<file path="src/two_port_mac_learning_bridge_top_defines.svh">
// assertion macros shared by the bridge rtl
`ifndef TWO_PORT_MAC_LEARNING_BRIDGE_TOP_DEFINES_SVH
`define TWO_PORT_MAC_LEARNING_BRIDGE_TOP_DEFINES_SVH

// same-cycle implication, checked outside reset
`define TPMLB_ASSERT_NOW(label, clk, rst, ante, cons, msg) \
   label: assert property (@(posedge clk) disable iff (rst) (ante) |-> (cons)) \
      else $error(msg);

// next-cycle implication, checked outside reset
`define TPMLB_ASSERT_NEXT(label, clk, rst, ante, cons, msg) \
   label: assert property (@(posedge clk) disable iff (rst) (ante) |=> (cons)) \
      else $error(msg);

`endif

</file>
<file path="src/tpmlb_pkg.sv">
`default_nettype none

package tpmlb_pkg;

   localparam int MAC_W          = 48;
   localparam int AGE_W          = 16;
   localparam int AGED_W         = 7;
   localparam int CNT_W          = 32;
   localparam int NUM_COUNTERS   = 14;
   localparam int TYPES_PER_PORT = 7;

   localparam logic [MAC_W-1:0]  BROADCAST_MAC = '1;
   localparam logic [15:0]       HTTP_PORT     = 16'd80;
   localparam logic [AGED_W-1:0] AGED_MAX      = '1;
   localparam logic [AGE_W-1:0]  AGE_RESET     = 16'd300;

   typedef enum logic [1:0] {
      KIND_FRAME = 2'd0,
      KIND_TICK  = 2'd1,
      KIND_CLEAR = 2'd2,
      KIND_READ  = 2'd3
   } kind_type;

   // operation carried by the token walking the cell row
   typedef enum logic [1:0] {
      OP_LOOKUP = 2'd0,
      OP_LEARN  = 2'd1,
      OP_AGE    = 2'd2,
      OP_CLEAR  = 2'd3
   } tok_op_type;

   typedef enum logic [1:0] {
      ST_IDLE,
      ST_WALK,
      ST_RESP
   } state_type;

   typedef struct packed {
      kind_type          kind;
      logic              ingress_port;
      logic [MAC_W-1:0]  src_mac;
      logic [MAC_W-1:0]  dst_mac;
      logic              has_arp;
      logic              has_ip;
      logic              has_tcp;
      logic              has_udp;
      logic              has_icmp;
      logic [15:0]       tcp_dst_port;
      logic [3:0]        counter_index;
   } req_type;

   typedef struct packed {
      logic              forward;
      logic              learned_new;
      logic              table_full;
      logic [AGED_W-1:0] aged_out;
      logic [CNT_W-1:0]  counter_value;
   } rsp_type;

   typedef struct packed {
      logic              valid;
      tok_op_type        op;
      logic              port;
      logic [MAC_W-1:0]  src_mac;
      logic [MAC_W-1:0]  dst_mac;
      logic [AGE_W-1:0]  age_limit;
      logic              src_hit;
      logic              dst_hit;
      logic              dst_port;
      logic              claimed;
      logic [AGED_W-1:0] aged;
   } token_type;

endpackage

`default_nettype wire

</file>
<file path="src/tpmlb_cell.sv">
`default_nettype none

`include "two_port_mac_learning_bridge_top_defines.svh"

module tpmlb_cell (
   input  wire logic                 clock,
   input  wire logic                 reset,
   input  tpmlb_pkg::token_type      up_tok,
   output tpmlb_pkg::token_type      dn_tok
);

   logic                           valid_ff, valid_in;
   logic [tpmlb_pkg::MAC_W-1:0]    mac_ff, mac_in;
   logic                           port_ff, port_in;
   logic [tpmlb_pkg::AGE_W-1:0]    age_ff, age_in;
   tpmlb_pkg::token_type           dn_tok_ff, dn_tok_in;

   always_comb begin
      valid_in  = valid_ff;
      mac_in    = mac_ff;
      port_in   = port_ff;
      age_in    = age_ff;
      dn_tok_in = up_tok;
      if (up_tok.valid) begin
         unique case (up_tok.op)
            tpmlb_pkg::OP_LOOKUP: begin
               if (valid_ff && mac_ff == up_tok.src_mac) begin
                  age_in            = up_tok.age_limit;
                  dn_tok_in.src_hit = 1'b1;
               end
               if (valid_ff && mac_ff == up_tok.dst_mac) begin
                  dn_tok_in.dst_hit  = 1'b1;
                  dn_tok_in.dst_port = port_ff;
               end
            end
            tpmlb_pkg::OP_LEARN: begin
               // first free cell takes the address
               if (!valid_ff && !up_tok.claimed) begin
                  valid_in          = 1'b1;
                  mac_in            = up_tok.src_mac;
                  port_in           = up_tok.port;
                  age_in            = up_tok.age_limit;
                  dn_tok_in.claimed = 1'b1;
               end
            end
            tpmlb_pkg::OP_AGE: begin
               if (valid_ff) begin
                  if (age_ff <= 16'd1) begin
                     valid_in = 1'b0;
                     if (up_tok.aged != tpmlb_pkg::AGED_MAX) begin
                        dn_tok_in.aged = up_tok.aged + 7'd1;
                     end
                  end else begin
                     age_in = age_ff - 16'd1;
                  end
               end
            end
            tpmlb_pkg::OP_CLEAR: begin
               valid_in = 1'b0;
            end
         endcase
      end
   end

   always_ff @(posedge clock) begin
      if (reset) begin
         valid_ff        <= 1'b0;
         dn_tok_ff.valid <= 1'b0;
      end else begin
         valid_ff        <= valid_in;
         dn_tok_ff.valid <= dn_tok_in.valid;
      end
   end

   always_ff @(posedge clock) begin
      mac_ff              <= mac_in;
      port_ff             <= port_in;
      age_ff              <= age_in;
      dn_tok_ff.op        <= dn_tok_in.op;
      dn_tok_ff.port      <= dn_tok_in.port;
      dn_tok_ff.src_mac   <= dn_tok_in.src_mac;
      dn_tok_ff.dst_mac   <= dn_tok_in.dst_mac;
      dn_tok_ff.age_limit <= dn_tok_in.age_limit;
      dn_tok_ff.src_hit   <= dn_tok_in.src_hit;
      dn_tok_ff.dst_hit   <= dn_tok_in.dst_hit;
      dn_tok_ff.dst_port  <= dn_tok_in.dst_port;
      dn_tok_ff.claimed   <= dn_tok_in.claimed;
      dn_tok_ff.aged      <= dn_tok_in.aged;
   end

   assign dn_tok = dn_tok_ff;

   `TPMLB_ASSERT_NEXT(a_cell_claim, clock, reset,
      up_tok.valid && up_tok.op == tpmlb_pkg::OP_LEARN && !up_tok.claimed && !valid_ff,
      valid_ff && dn_tok_ff.claimed, "free cell did not take the learned address")
   `TPMLB_ASSERT_NEXT(a_cell_keep_claimed, clock, reset,
      up_tok.valid && up_tok.op == tpmlb_pkg::OP_LEARN && up_tok.claimed,
      dn_tok_ff.claimed && $stable(valid_ff), "claimed token changed a later cell")
   `TPMLB_ASSERT_NEXT(a_cell_clear, clock, reset,
      up_tok.valid && up_tok.op == tpmlb_pkg::OP_CLEAR,
      !valid_ff, "cell still valid after clear")

endmodule

`default_nettype wire

</file>
<file path="config.mk">
export PLATFORM = sky130hd
export DESIGN_NAME = tpmlb_cell
export DESIGN_NICKNAME = d
export VERILOG_FILES = /design/src/tpmlb_pkg.sv /design/src/tpmlb_cell.sv
export VERILOG_INCLUDE_DIRS = /design/src /design/src/src
export SDC_FILE = /design/constraint.sdc
export NUM_CORES = 1
export LEC_CHECK = 0
export ABC_AREA = 1
export BUFFER_PORTS_ARGS = -buffer_cell sky130_fd_sc_hd__buf_2
export CORE_MARGIN = 2
export CORE_UTILIZATION = 25
export DETAILED_ROUTE_END_ITERATION = 12
export PLACE_DENSITY = 0.49
export SLEW_MARGIN = 10
export SYNTH_ARGS = -nofsm -noshare
export SYNTH_HDL_FRONTEND = slang
export SYNTH_SLANG_ARGS = --single-unit
</file>
<file path="constraint.sdc">
create_clock -name clock -period 7.62 [get_ports clock]
set_input_delay 0 -clock clock [delete_from_list [all_inputs] [get_ports clock]]
set_output_delay 0 -clock clock [all_outputs]
set_load 0.05 [all_outputs]
</file>
### Yosys cells after proc, flatten, opt, wreduce, memory -nomap -nowiden

Cells that the tools add are included.

* register bits: 193
* output and inout port bits: 127

* add/subtract/negate cells: 2
* magnitude comparators: 1
* eq/ne operators: 10
* multiplexer cells: 19
* reductions and logical operators: 11

Operators with widths (count)
* $eq 48x48->1: 2
* $mux 16: 4
* $pmux 16 s3: 1
* $mux 7: 4
* $le 16x1->1 const B: 1
* $sub 16x1->16 const B: 1
* $mux 11: 1
* $ne 2x2->1 const B: 4
* $add 7x1->7 const B: 1
* $ne 7x7->1 const B: 1
* $mux 1: 6
* $reduce_and 3->1: 2
* $reduce_and 6->1: 1
* $reduce_bool 3->1: 2
* $eq 2x2->1 const B: 2
* $logic_and 1x1->1: 3
* $mux 3: 1
* $pmux 1 s3: 1
* $eq 2x1->1 const B: 1
* $logic_not 1->1: 2
* $logic_not 2->1: 1
* $mux 2: 1

### Logic depth before layout (Yosys ltp)

* depth after elaboration: 6
* gate-level depth with buffers: 11

### Worst setup path after synthesis

Ideal clock, no wire load.

* path type: reg2reg
* from: register valid_ff
* to: register mac_ff[0] in the netlist's numbering (enable)
* setup time: 0.516 ns
* arrival time: 3.831 ns
* data required time: 7.104 ns
* setup slack: 3.272 ns
* stages on the path, launching flop included: 4
* buffers on the path: 0
* period minus slack after synthesis: 4.348 ns
* cells stage by stage: dfxtp_1 inv_2 nand2_1 nor3_1

* longest elaborated chain between the ends: 3

RTL lines
* from (decl): line tpmlb_cell.sv:12 `logic valid_ff, valid_in;`
* from (signal assigned): line tpmlb_cell.sv:70 `valid_ff <= valid_in;`
* $logic_not 1->1: line tpmlb_cell.sv:38 `if (!valid_ff && !up_tok.claimed) begin`
* $logic_and 1x1->1: line tpmlb_cell.sv:38
* $reduce_and 3->1 (no line)
* to (signal assigned): line tpmlb_cell.sv:76 `mac_ff <= mac_in;`
* to (decl): line tpmlb_cell.sv:13 `logic [tpmlb_pkg::MAC_W-1:0] mac_ff, mac_in;`

Every way passes these cells.
A chain may end at the register's enable or synchronous reset.

==> flow_summary.yaml <==
synthesis:
  yosysWarnings: 0
  synth-async-reset-ratio_pct: 0
  synth_top_cells_by_area: "dfxtp_1 (37%), edfxtp_1 (28%), nand2_1 (11%)"
  yosysSeqAreaShare_pct: 64.72
  yosysTopAreaCellShare_pct: 36.74
  yosys_register_bits: 193
  syn_avg_cell_area_sq_um: 9.555
  synth-edff-count: 65
  yosysUniqueCellTypes: 33
  syn_nets: 862
  netlist_area_sq_um: 6975
  ys.flop_type: "dfxtp_1"
  syn_inst: 730
  netlist.top_cell.by_area: "dfxtp_1"
critical_path:
  critical_path_buf_inv_count: 3
  cp.required_ps: 8000
  path_class: "reg2reg"
  crit_fanout: 7
  critPathTopFamily: "buffers and inverters"
  slowest_delay_ps: 540
  path_cells: "inv_1 -> ha_1 -> nor2_1 -> nor3_2 -> nand2_2 -> clkinv_4 -> nand2_4 -> nor2_2 -> xor2_1 -> dlygate4sd3_1"
  startpoint_type: "flip-flop"
  crit_path_end_kind: "flip-flop"
  cp_slowest_cell: "dlygate4sd3_1"
  critPathArrivalTime_ps: 2450
clock_network:
  ctsHoldBuffers: 132
  htreeDepth: 4
  clkTransAtPathRegs_ps: 70
  insertion_delay_ps: 440
  clk_path_buf_depth: 2
  cts_tree: "yes"
  cts_resized: 0
  post-cts-setup-buffers: 0
  clock_sinks: 193
  cts_made_buffers: 17
  root_buffer: "clkbuf_16"
routing:
  first_pass_iters: 4
  wl_per_cell_microns: 13.78
  vias: 5977
  first_iter_violations: 336
  wl_mm: 21.06
  postRouteAntennaNets: 0
  drcViolationCount: 0
  viasPerCell: 3.912
die:
  coreArea_sq_um: 27630
  dieWidth_microns: 171.0
  rows: 61
  die_h_microns: 171.0
  io_pins: 256
  start_util_pct: 25.25
  dieArea_sq_um: 29250
power:
  ir_drop_mv: 0.1660
  power.total_mw: 2.404
  p_leak_nw: 4.994
  powerDensity_nw_per_um2: 225.5
sta:
  setup_viol: 0
  slew_violations: 0
  timing.fmax_mhz: 481.5
  finalCriticalPeriod_ps: 2077
  worst_pin_slew_ps: 731.6
  timing.hold.ws_ps: 43.90
  hold_viol: 0
  grt_setup_unrepaired: "false"
  fin_crit_sh_pct: 27.25
  finalSetupTns_ps: 0
  maxSlewHeadroom_pct: 51.23
  fin_skew_ps: 11.30
layout:
  design_area_sq_um: 10660
  final_cell_mix: "buf_2 (255), nand2_1 (197), dlygate4sd3_1 (132), dfxtp_1 (128), inv_1 (102)"
  area_delta_synth_final_pct: 52.88
  drive_gt1_share_pct: 27.33
  nets: 1268
  layout_commonest_cell: "buf_2"
global_route:
  grt_start_max_net_pins: 50
  grtUsageTotal_pct: 14.40
  antenna_found_initial: 1
  grt_pass1_vias: 5772
  overflow: 0
  grt_pass1_wl_mm: 31.33
run_status:
  outcome: "completed"
place:
  dpl_cell_area_sq_um: 8736
  gp_congestion: 0.7870
  portBuffers: 255
  dp_hpwl_mm: 15.37
job:
  drv_cap: 0
hold_path:
  min_path_type: "in2reg"
[cells by family (layout without fill, tap and decap cells)]
kind of cell    count (synthesis)  count (layout)  share of synthesized area [%]
simple gates                  327             327                          19.52
flops                         193             193                          64.72
buf+inv                       109             528                          5.955
compound gates                 62              62                          4.753
xor+xnor                       36              36                          4.520
fa+ha+maj                       3               3                         0.5382
other cells                     0               1                              0
[state kept, by name (all words and copies together), names as in the netlist]
| name | cells |
|---|---|
| dn_tok | 127 |
| mac_ff | 48 |
| age_ff | 16 |
| port_ff | 1 |
| valid_ff | 1 |
[final cells by class]
class / count / area (sq um)
Sequential cell: 193 / 4514
Tap cell: 378 / 473.0
Fill cell: 2802 / 16970
Antenna cell: 1 / 2.502
Multi-Input combinational cell: 428 / 2051
Clock buffer: 20 / 467.9
Timing Repair Buffer: 389 / 2613
Clock inverter: 12 / 136.4
Inverter: 107 / 406.6
[through the flow]
step	setup WS, ps	util [%]	std cells
floorplan	3272	-	730
global placement	5544	31.62	1363
detailed placement	5565	31.62	1363
CTS	5512	38.59	1527
global route	5373	38.59	1527
finish	5543	38.60	1528
[where the power goes]
part | internal (mW) | total [mW] | switching (mW)
clock | 0.494 | 0.925 | 0.431
sequential | 1.11 | 1.12 | 0.0150
combinational | 0.122 | 0.355 | 0.233
[layer usage]
metal	GRT usage (%)	routed length [microns]	share of wire, %
met4	4.532	266	1.3
met3	3.585	1319	6.3
met1	17.86	9332	44
met5	0	0	0
met2	24.53	10140	48
[synthesized netlist by cell type (2+ instances only)]
cell type / n
nand4_1: 4
nor3_1: 7
o22ai_1: 2
nand3_1: 14
o21ai_0: 37
edfxtp_1: 65
o21ai_1: 5
dfxtp_1: 128
inv_2: 4
nand2_2: 4
inv_1: 102
ha_1: 3
xor2_1: 15
o31ai_1: 2
xnor2_1: 21
nor2_2: 4
or2_2: 3
a21oi_1: 9
a31oi_1: 4
nor2_4: 6
nand2_1: 197
nor2_1: 83
[worst paths after layout]
check         startpoint        end  slack (ps)  cells after the start
min          up_tok[126]  dn_tok[1]          40                      5
max reg2reg    age_ff[0]  dn_tok[3]        5540                     10
min reg2reg      port_ff  dn_tok[8]         500                      2
max            age_ff[0]  dn_tok[3]        5540                     10
[tightest hold or removal path: cells and delay by family]
| kind | cells | cell delay [ps] |
|---|---|---|
| simple gates | 4 | 320 |
| buf+inv | 1 | 110 |
(Power assumes the default switching activity.)
