`src/two_port_mac_learning_bridge_top_defines.svh`:
```
// assertion macros shared by the bridge rtl
`ifndef TWO_PORT_MAC_LEARNING_BRIDGE_TOP_DEFINES_SVH
`define TWO_PORT_MAC_LEARNING_BRIDGE_TOP_DEFINES_SVH

// same-cycle implication, checked outside reset
`define TPMLB_ASSERT_NOW(label, clk, rst, ante, cons, msg) \
   label: assert property (@(posedge clk) disable iff (rst) (ante) |-> (cons)) \
      else $error(msg);

// next-cycle implication, checked outside reset
`define TPMLB_ASSERT_NEXT(label, clk, rst, ante, cons, msg) \
   label: assert property (@(posedge clk) disable iff (rst) (ante) |=> (cons)) \
      else $error(msg);

`endif

```
`src/tpmlb_pkg.sv`:
```
`default_nettype none

package tpmlb_pkg;

   localparam int MAC_W          = 48;
   localparam int AGE_W          = 16;
   localparam int AGED_W         = 7;
   localparam int CNT_W          = 32;
   localparam int NUM_COUNTERS   = 14;
   localparam int TYPES_PER_PORT = 7;

   localparam logic [MAC_W-1:0]  BROADCAST_MAC = '1;
   localparam logic [15:0]       HTTP_PORT     = 16'd80;
   localparam logic [AGED_W-1:0] AGED_MAX      = '1;
   localparam logic [AGE_W-1:0]  AGE_RESET     = 16'd300;

   typedef enum logic [1:0] {
      KIND_FRAME = 2'd0,
      KIND_TICK  = 2'd1,
      KIND_CLEAR = 2'd2,
      KIND_READ  = 2'd3
   } kind_type;

   // operation carried by the token walking the cell row
   typedef enum logic [1:0] {
      OP_LOOKUP = 2'd0,
      OP_LEARN  = 2'd1,
      OP_AGE    = 2'd2,
      OP_CLEAR  = 2'd3
   } tok_op_type;

   typedef enum logic [1:0] {
      ST_IDLE,
      ST_WALK,
      ST_RESP
   } state_type;

   typedef struct packed {
      kind_type          kind;
      logic              ingress_port;
      logic [MAC_W-1:0]  src_mac;
      logic [MAC_W-1:0]  dst_mac;
      logic              has_arp;
      logic              has_ip;
      logic              has_tcp;
      logic              has_udp;
      logic              has_icmp;
      logic [15:0]       tcp_dst_port;
      logic [3:0]        counter_index;
   } req_type;

   typedef struct packed {
      logic              forward;
      logic              learned_new;
      logic              table_full;
      logic [AGED_W-1:0] aged_out;
      logic [CNT_W-1:0]  counter_value;
   } rsp_type;

   typedef struct packed {
      logic              valid;
      tok_op_type        op;
      logic              port;
      logic [MAC_W-1:0]  src_mac;
      logic [MAC_W-1:0]  dst_mac;
      logic [AGE_W-1:0]  age_limit;
      logic              src_hit;
      logic              dst_hit;
      logic              dst_port;
      logic              claimed;
      logic [AGED_W-1:0] aged;
   } token_type;

endpackage

`default_nettype wire

```
`src/tpmlb_counters.sv`:
```
`default_nettype none

`include "two_port_mac_learning_bridge_top_defines.svh"

module tpmlb_counters (
   input  wire logic                        clock,
   input  wire logic                        reset,
   input  wire logic                        bump,
   input  wire logic                        wipe,
   input  tpmlb_pkg::req_type               req,
   output logic [tpmlb_pkg::CNT_W-1:0]      read_value
);

   logic [tpmlb_pkg::CNT_W-1:0] cnt_ff [tpmlb_pkg::NUM_COUNTERS];
   logic [tpmlb_pkg::CNT_W-1:0] cnt_in [tpmlb_pkg::NUM_COUNTERS];
   logic [tpmlb_pkg::TYPES_PER_PORT-1:0] type_hit;

   // eth, arp, ip, tcp, udp, icmp, http
   assign type_hit = {req.has_tcp && req.tcp_dst_port == tpmlb_pkg::HTTP_PORT,
                      req.has_icmp, req.has_udp, req.has_tcp,
                      req.has_ip, req.has_arp, 1'b1};

   for (genvar i = 0; i < tpmlb_pkg::NUM_COUNTERS; i++) begin : g_cnt
      localparam int PORT_SEL = i / tpmlb_pkg::TYPES_PER_PORT;
      localparam int TYPE_SEL = i % tpmlb_pkg::TYPES_PER_PORT;

      always_comb begin
         cnt_in[i] = cnt_ff[i];
         if (wipe) begin
            cnt_in[i] = '0;
         end else if (bump && req.ingress_port == 1'(PORT_SEL) && type_hit[TYPE_SEL]) begin
            cnt_in[i] = cnt_ff[i] + 32'd1;
         end
      end

      always_ff @(posedge clock) begin
         if (reset) begin
            cnt_ff[i] <= '0;
         end else begin
            cnt_ff[i] <= cnt_in[i];
         end
      end
   end

   always_comb begin
      read_value = '0;
      if (req.counter_index < 4'(tpmlb_pkg::NUM_COUNTERS)) begin
         read_value = cnt_ff[req.counter_index];
      end
   end

   `TPMLB_ASSERT_NEXT(a_cnt_wipe, clock, reset, wipe,
      cnt_ff[0] == '0 && cnt_ff[tpmlb_pkg::NUM_COUNTERS-1] == '0,
      "counters not zero after clear")
   `TPMLB_ASSERT_NOW(a_cnt_excl, clock, reset, wipe, !bump,
      "clear and frame count in the same cycle")
   `TPMLB_ASSERT_NEXT(a_cnt_eth, clock, reset, bump && !req.ingress_port,
      cnt_ff[0] == $past(cnt_ff[0]) + 32'd1, "ethernet count of first port missed a frame")

endmodule

`default_nettype wire
```
`config.mk`:
```
export PLATFORM = sky130hd
export DESIGN_NAME = tpmlb_counters
export DESIGN_NICKNAME = d
export VERILOG_FILES = /design/src/tpmlb_pkg.sv /design/src/tpmlb_counters.sv
export VERILOG_INCLUDE_DIRS = /design/src /design/src/src
export SDC_FILE = /design/constraint.sdc
export NUM_CORES = 1
export LEC_CHECK = 0
export ABC_CLOCK_PERIOD_IN_PS = 2300
export BUFFER_PORTS_ARGS = -buffer_cell sky130_fd_sc_hd__buf_2
export CAP_MARGIN = 20
export CORE_UTILIZATION = 43
export DETAILED_ROUTE_END_ITERATION = 8
export PLACE_DENSITY = 0.6
export SYNTH_ARGS = -nofsm -noshare
export SYNTH_HDL_FRONTEND = slang
export SYNTH_SLANG_ARGS = --single-unit
```
`constraint.sdc`:
```
create_clock -name clock -period 2.3 [get_ports clock]
set_input_delay 0.23 -clock clock [delete_from_list [all_inputs] [get_ports clock]]
set_output_delay 0.23 -clock clock [all_outputs]
set_load 0.02 [all_outputs]
```
== After elaboration in Yosys (flattened, before gate mapping) ==
Memories as Yosys holds them, arrays and structs flattened.
Index checks and enable logic that the tools add are counted.

* Bits in writable memories: 448
* Memories kept: 1
* Logic and storage cells: 93
* Flip-flop bits (word level): 0
* Input bits: 128

{| class="wikitable"
|+ Memories
! name !! depth !! width !! rd ports !! clocked after Yosys merged registers in !! write ports !! line !! source
|-
| cnt_ff || 14 || 32 || 15 || 0 || 14 || tpmlb_counters.sv:14 || <nowiki>logic [tpmlb_pkg::CNT_W-1:0] cnt_ff [tpmlb_pkg::NUM_COUNTERS];</nowiki>
|}

* Reduce and logical (&&, ||, !) cells: 15
* Add/sub/neg operators: 14
* Equal/unequal tests: 1
* Bitwise logic cells: 15
* $lt $le $gt $ge: 1
* Mux-type cells: 46

{| class="wikitable"
|+ Operators with widths
! operator !! count
|-
| $mux W32 || 43
|-
| $add A32 B1 Y32 const B || 14
|-
| $eq A16 B7 Y1 const B || 1
|-
| $logic_and A1 B1 Y1 || 15
|-
| $or A1 B1 Y1 || 14
|-
| $lt A4 B4 Y1 const B || 1
|-
| $mux W1 || 3
|-
| $not A1 Y1 || 1
|}

== Logic depth before layout (Yosys ltp) ==
Gate-level depths: netlist of the first run.

* Depth in word-level cells: 6
* Mapped depth: 7
* Gate-level depth less buffers: 6

== Worst setup path before layout of the first run ==
Ideal clock, no wire load.

* Kind: input to output
* From: in req[1] in the netlist's numbering
* To: out read_value[10] in the netlist's numbering
* Required time: 2.070 ns
* Slack: -0.143 ns
* Stages on the path: 6
* Arrival: 2.213 ns
* Path buffers: 3
* Path through: clkbuf_1 > buf_1 > clkbuf_1 > mux4_2 > mux2i_1 > o21ai_0

* Longest elaborated chain between the ends: 2
* Elaborated cells on any way between the ends: 3
* Classes of those cells: order compare (1); mux (1); memory (1)

{| class="wikitable"
|+ RTL lines
! item !! line !! source
|-
| start: declaration || tpmlb_counters.sv:10 || <nowiki>input tpmlb_pkg::req_type req,</nowiki>
|-
| $mem_v2 Z14 W32 or $lt A4 B4 Y1 (tied branches) || -- ||
|-
| $mux W32 * || tpmlb_counters.sv:47 || <nowiki>if (req.counter_index < 4'(tpmlb_pkg::NUM_COUNTERS)) begin</nowiki>
|-
| end: declaration || tpmlb_counters.sv:11 || <nowiki>output logic [tpmlb_pkg::CNT_W-1:0] read_value</nowiki>
|}

Every way passes the cells marked *; elsewhere a longest branch is shown, timed or not.

==> results of run 1 <==
[critical path: stages, from the launching register on]
cell	delay, ns
dfxtp_2	0.33
buf_6	0.12
mux4_2	0.53
a21oi_2	0.16
buf_4	0.15
o21ai_4	0.08
buf_6	0.15
[report_power, final]
part           internal, µW  switching, µW
clock network          5040           3340
registers              7750           9.11
logic                   255            424
total                 13000           3770
[kinds of logic after synthesis]
family / after synthesis / share of synthesized area
and+or+nand+nor: 1273 / 0.276
DFF: 448 / 0.382
xor gates and xnor gates: 328 / 0.122
AOI/OAI and AO/OA: 268 / 0.0611
buffers and inverters: 179 / 0.0287
muxes: 167 / 0.122
adders and majority gates: 14 / 0.00746
[per-stage QoR]
stage / area (µm²) / power [µW] / instances / setup WS (ns)
detailed placement: 25800 / 8590 / 3483 / -0.114
floorplan: 23500 / 8320 / 2677 / 0.0105
finish: 28300 / 16800 / 3604 / -0.0295
CTS: 27900 / 16900 / 3585 / -0.0512
global placement: 25800 / 8590 / 3483 / -0.0964
global route: 28300 / 17300 / 3604 / -0.0484
[routing by layer]
| metal | vias up | global-route usage | share of wire |
|---|---|---|---|
| met4 | 0 | 0.111 | 0.039 |
| li1 | 9995 | - | - |
| met1 | 10200 | 0.340 | 0.43 |
| met2 | 673 | 0.425 | 0.47 |
| met3 | 150 | 0.0351 | 0.063 |
| met5 | - | 0 | 0 |
[how the worst max path moves through the flow]
stage / endpoint / slack, ns / cells after the start
floorplan: read_value[4] / 0.01 / 6
global placement: cnt_ff[6][17] / -0.1 / 6
detailed placement: cnt_ff[13][23] / -0.11 / 9
CTS: read_value[4] / -0.05 / 6
global route: read_value[4] / -0.05 / 6
finish: read_value[4] / -0.03 / 6
[timing repair]
| action | in CTS | in global routing |
|---|---|---|
| pin swaps | 5 | 10 |
| hold buffers | 3 | 0 |
| setup endpoints to repair | 23 | 33 |
| resized for setup | 123 | 77 |
| setup buffers | 11 | 17 |
| gates cloned | 0 | 0 |
| endpoints found under the hold margin | 4 | 0 |
[cell type report]
| type | instances | area (µm²) |
|---|---|---|
| Fill cell | 4942 | 25600 |
| Multi-Input combinational cell | 2050 | 14200 |
| Sequential cell | 448 | 9090 |
| Timing Repair Buffer | 275 | 2300 |
| Clock buffer | 74 | 1490 |
| Tap cell | 696 | 871 |
| Clock inverter | 17 | 218 |
| Inverter | 42 | 158 |
| Antenna cell | 2 | 5.00 |
[cell usage in the layout, fill, tap and decap left out, drive strengths merged, types with 5 or more instances in the layout]
cell type / netlist / final
dfxtp: 448 / 448
nor2: 419 / 419
buf: 23 / 271
xor2: 208 / 208
nand2: 181 / 181
nand4: 155 / 155
nand3: 153 / 153
a21oi: 130 / 130
xnor2: 120 / 120
o21ai: 105 / 105
mux4: 96 / 96
clkbuf: 114 / 75
or3: 74 / 74
mux2i: 71 / 71
and4: 56 / 56
and3: 56 / 56
nor4: 54 / 54
nor3: 53 / 53
inv: 42 / 43
and2: 19 / 19
or4: 16 / 16
ha: 14 / 14
clkinv: 0 / 11
o31ai: 10 / 10
or2: 9 / 9
nand3b: 7 / 7
nand4b: 6 / 6
bufinv: 0 / 5
==> metrics, run 1 <==
Core Util, Final=0.525; GRT Residual Overflow=0; largest net degree at the start of global routing=46; core area=0.0539 mm²; layout net count=approximately 3,000; Synth Net Count=approximately 2,800; hold path depth=3; Top FF cell, synth=dfxtp_1; Final Cycle Share=1.01; root buffer cell=clkbuf_16; top-area cell type share of the netlist area=0.382; crit path DAT=~2.1 ns; Die Ht=approximately 240 µm; Initial Util=0.436; FP Rows=between 80 and 90; antenna violations before repair=3; RSZ-0062 raised after global routing=true; HPWL after DPL=54,700 µm; most common cell in the netlist=dfxtp_1; Final min period=2.33 ns; Clock Latency Late Sink=between 0.5 and 0.6 ns; Min Hold Slack=about 0.045 ns; starting DRC count in detailed routing=between 1,500 and 2,000; critical path endpoint category=primary output; peak supply drop=about 500 µV; Num CTS Buffers=50; Crit path required time=approximately 2.1 ns; max_cap viols=0; via count=~21,000; clk sinks=448; critical path type=flip-flop to primary output; PD cells=about 600 mW/mm²; Hold Crit Start=req[22]; worst relative slew slack=0.533; DRC viols=0; Static Leak=between 0.009 and 0.01 µW; worst-case clock buffer depth=3; vias in the first global route=roughly 20,000; Avg WL per Cell=between 20 and 25 µm; area grow syn2layout=20.5%; final worst slack=-0.0295 ns; sequential area share after synthesis=0.382; skew final=~0.017 ns; gr usage total=0.259; Mapped Area=0.0235 mm²; Hold WC Path Type=primary input to flip-flop; Yosys Warn Count=0; setup violators final=1; Hold Violations, Final=0; violations in the final reports=setup timing; IO Pins=160; Routability Congestion=between 0.9 and 1; worst-path maximum fanout=5; max FFs per register=around 450; Netlist cell types=50; Post-Syn Instances=between 2,000 and 3,000; hold path endpoint=cnt_ff[3][1]; EDFF count, synth=0; element type at the critical path start=flip-flop; largest reg by FF count=cnt_ff; syn avg cell area=around 8.8 µm²; largest registers=cnt_ff (448); Routed WL=about 72,000 µm; R2R depth=5; r2r endpoint=cnt_ff[6][29]; worst slew pin tran=between 0.7 and 0.8 ns; main area contributors after synthesis=dfxtp_1 (38%), mux4_2 (9.2%), xor2_1 (7.8%); Final TNS setup=-0.0295 ns; Port Buffers=a little over 60; fraction of registers with async set/reset=0; first-pass GRT wire length=113,000 µm; TritonCTS clock tree=built; Final Max Slew Viols=0; status=finished with violations; area leader, netlist=dfxtp_1; fmax=about 430 MHz; most frequent cells after synthesis=dfxtp_1 (448), nor2_1 (419), xor2_1 (208); FF+latch count, synth=roughly 450; Die X=around 240 µm; routed vias/inst=between 5 and 6; Worst-path clk slew=around 0.06 ns; Critical Path Source=cnt_ff[7][4]; post-route ant nets=0; R2R setup slack=~0.16 ns; H-tree levels=2; TritonRoute pass-1 iters=8; share of cells above drive strength 1=0.205; full die area=between 0.05 and 0.06 mm²; Worst R2R Start=cnt_ff[6][15]
No activity file was read; power rests on OpenSTA's default activity.
==> inputs of run 2 (changes only) <==
--- a/config.mk
+++ b/config.mk
@@ -7,7 +7,7 @@
 export NUM_CORES = 1
 export LEC_CHECK = 0
 export ABC_CLOCK_PERIOD_IN_PS = 2300
-export BUFFER_PORTS_ARGS = -buffer_cell sky130_fd_sc_hd__buf_2
+export BUFFER_PORTS_ARGS = -buffer_cell sky130_fd_sc_hd__clkbuf_2
 export CAP_MARGIN = 20
 export CORE_UTILIZATION = 43
 export DETAILED_ROUTE_END_ITERATION = 8
==> run 2 against run 1 <==
Net effect: the run still ends with setup timing left; first-iteration DRC count decreased by 13%; fmax up 0.66%; register-to-register slack lost 0.03 ns; cell area hardly changed; count of clock-buffer cells in the layout increased by 6; critical endpoint is now read_value[20].
==> metrics, run 2 (same netlist as run 1, synthesis figures left out) <==
Min Hold Slack=between 0.04 and 0.05 ns; Avg WL per Cell=20.1 µm; largest reg by FF count=cnt_ff; GRT Residual Overflow=0; violations in the final reports=setup timing; HPWL after DPL=54,300 µm; Routed WL=72,300 µm; Port Buffers=just over 60; IO Pins=160; Static Leak=0.00952 µW; slowest stage delay, CP=slightly above 0.5 ns; peak supply drop=approximately 500 µV; CP delay by family, top=multiplexers; core area=0.0539 mm²; most frequent cells in the layout=nor2_1 (418), dfxtp_1 (370), xor2_1 (208), buf_4 (201), nand2_1 (181); Hold WC Path Type=primary input to flip-flop; gr usage total=0.259; final non-filler cell total=approximately 3,600; Hold Violations, Final=0; antenna fix cells=0; layout net count=~3,000; via count=roughly 21,000; clk sinks=~450; Slowest cell on crit path=mux4_2; Die X=roughly 240 µm; Worst R2R Start=cnt_ff[6][7]; hold path depth=3; routed vias/inst=5.83; TritonCTS clock tree=built; final worst slack=-0.0143 ns; R2R setup slack=between 0.1 and 0.15 ns; post-place setup slack=-0.0971 ns; Final min period=roughly 2.3 ns; largest net degree at the start of global routing=42; DRC viols=0; r2r endpoint=cnt_ff[6][15]; filler cell count=4,936; root buffer cell=clkbuf_16; element type at the critical path start=flip-flop; vias in the first global route=between 20,000 and 25,000; crit path DAT=between 2 and 2.5 ns; post-route ant nets=0; number of buffers and inverters on the critical path=2; largest registers=cnt_ff (448); Critical Path, Cell by Cell=mux4_2 > mux2i_2 > buf_4 > o21ai_4 > buf_8; critical path type=flip-flop to primary output; Routability Congestion=between 0.9 and 1; TritonRoute pass-1 iters=7; Final Cycle Share=1.01; Worst-path clk slew=around 0.06 ns; PD cells=slightly below 600 mW/mm²; Crit path required time=2.07 ns; worst-case clock buffer depth=3; Die Ht=~240 µm; Design Power=approximately 16,000 µW; Sequential cell area=roughly 0.009 mm²; H-tree levels=2; worst relative slew slack=0.606; fmax=roughly 430 MHz; Initial Util=0.436; area grow syn2layout=20.5%; Num CTS Buffers=50; # placed instances=3,484; R2R depth=5; RSZ-0062 raised after global routing=true; critical path endpoint category=primary output; Clock Latency Late Sink=~0.6 ns; skew final=between 0.015 and 0.02 ns; FP Rows=between 80 and 90; status=finished with violations; starting DRC count in detailed routing=1,586; Core Util, Final=0.525; worst slew pin tran=0.591 ns; full die area=approximately 0.056 mm²; max_cap viols=0; setup violators final=1; footprint of the multi-input gates=0.0141 mm²; Hold Crit Start=req[21]; first-pass GRT wire length=114,000 µm; most common cell after layout, fill and taps aside=nor2_1; antenna violations before repair=1; worst-path maximum fanout=2; Final Max Slew Viols=0; share of cells above drive strength 1=0.209; max FFs per register=about 450; hold path endpoint=cnt_ff[4][1]
-- run 2: timing repair --
action | CTS | global route
setup buffers | 12 | 23
hold buffers | 2 | 0
endpoints found under the setup margin | 25 | 30
gates resized for setup | 128 | 99
hold endpoints to repair | 2 | 0
pin swaps | 5 | 11
-- run 2: how the worst max path moves through the flow --
stage                         from              to  slack, ns  depth (start not counted)
detailed placement         req[11]   cnt_ff[6][15]       -0.1                          6
CTS                 cnt_ff[10][20]  read_value[20]      -0.05                          5
global route         cnt_ff[8][20]  read_value[20]      -0.05                          5
global placement           req[11]   cnt_ff[6][15]      -0.09                          6
finish              cnt_ff[10][20]  read_value[20]      -0.01                          5
floorplan                   req[0]   read_value[4]       0.01                          6
-- run 2: layer usage --
metal / global-route usage / share of wire / up-vias
met2: 0.439 / 0.48 / 586
met5: 0 / 0 / -
li1: - / - / 10000
met4: 0.0860 / 0.029 / 0
met3: 0.0340 / 0.061 / 118
met1: 0.339 / 0.43 / 10300
-- run 2: final cells by class --
type                       instances  area share
tap                              696      0.0308
sequential                       448       0.322
clock inverter                     5     0.00102
multi-input combinational       2050       0.500
inverter                          42     0.00557
timing repair buffer             282      0.0852
clock buffer                      80      0.0553
-- run 2: per-stage QoR --
stage	cell area [µm²]	setup TNS, ns
finish	28300	-0.0143
global route	28300	-0.217
CTS	27900	-0.539
detailed placement	25900	-0.682
global placement	25900	-0.426
floorplan	23500	0
-- run 2: power by group --
part	total (µW)	switching (µW)	internal [µW]
registers	7750	8.24	7740
clock network	7870	3260	4610
logic	688	422	266
total	16300	3690	12600
-- run 2: worst reg2reg max path: stages (launching register included) --
cell	delay (ns)
dfxtp_1	0.39
and4_1	0.29
nand4_1	0.30
or4_4	0.65
or3_1	0.32
a21oi_1	0.16
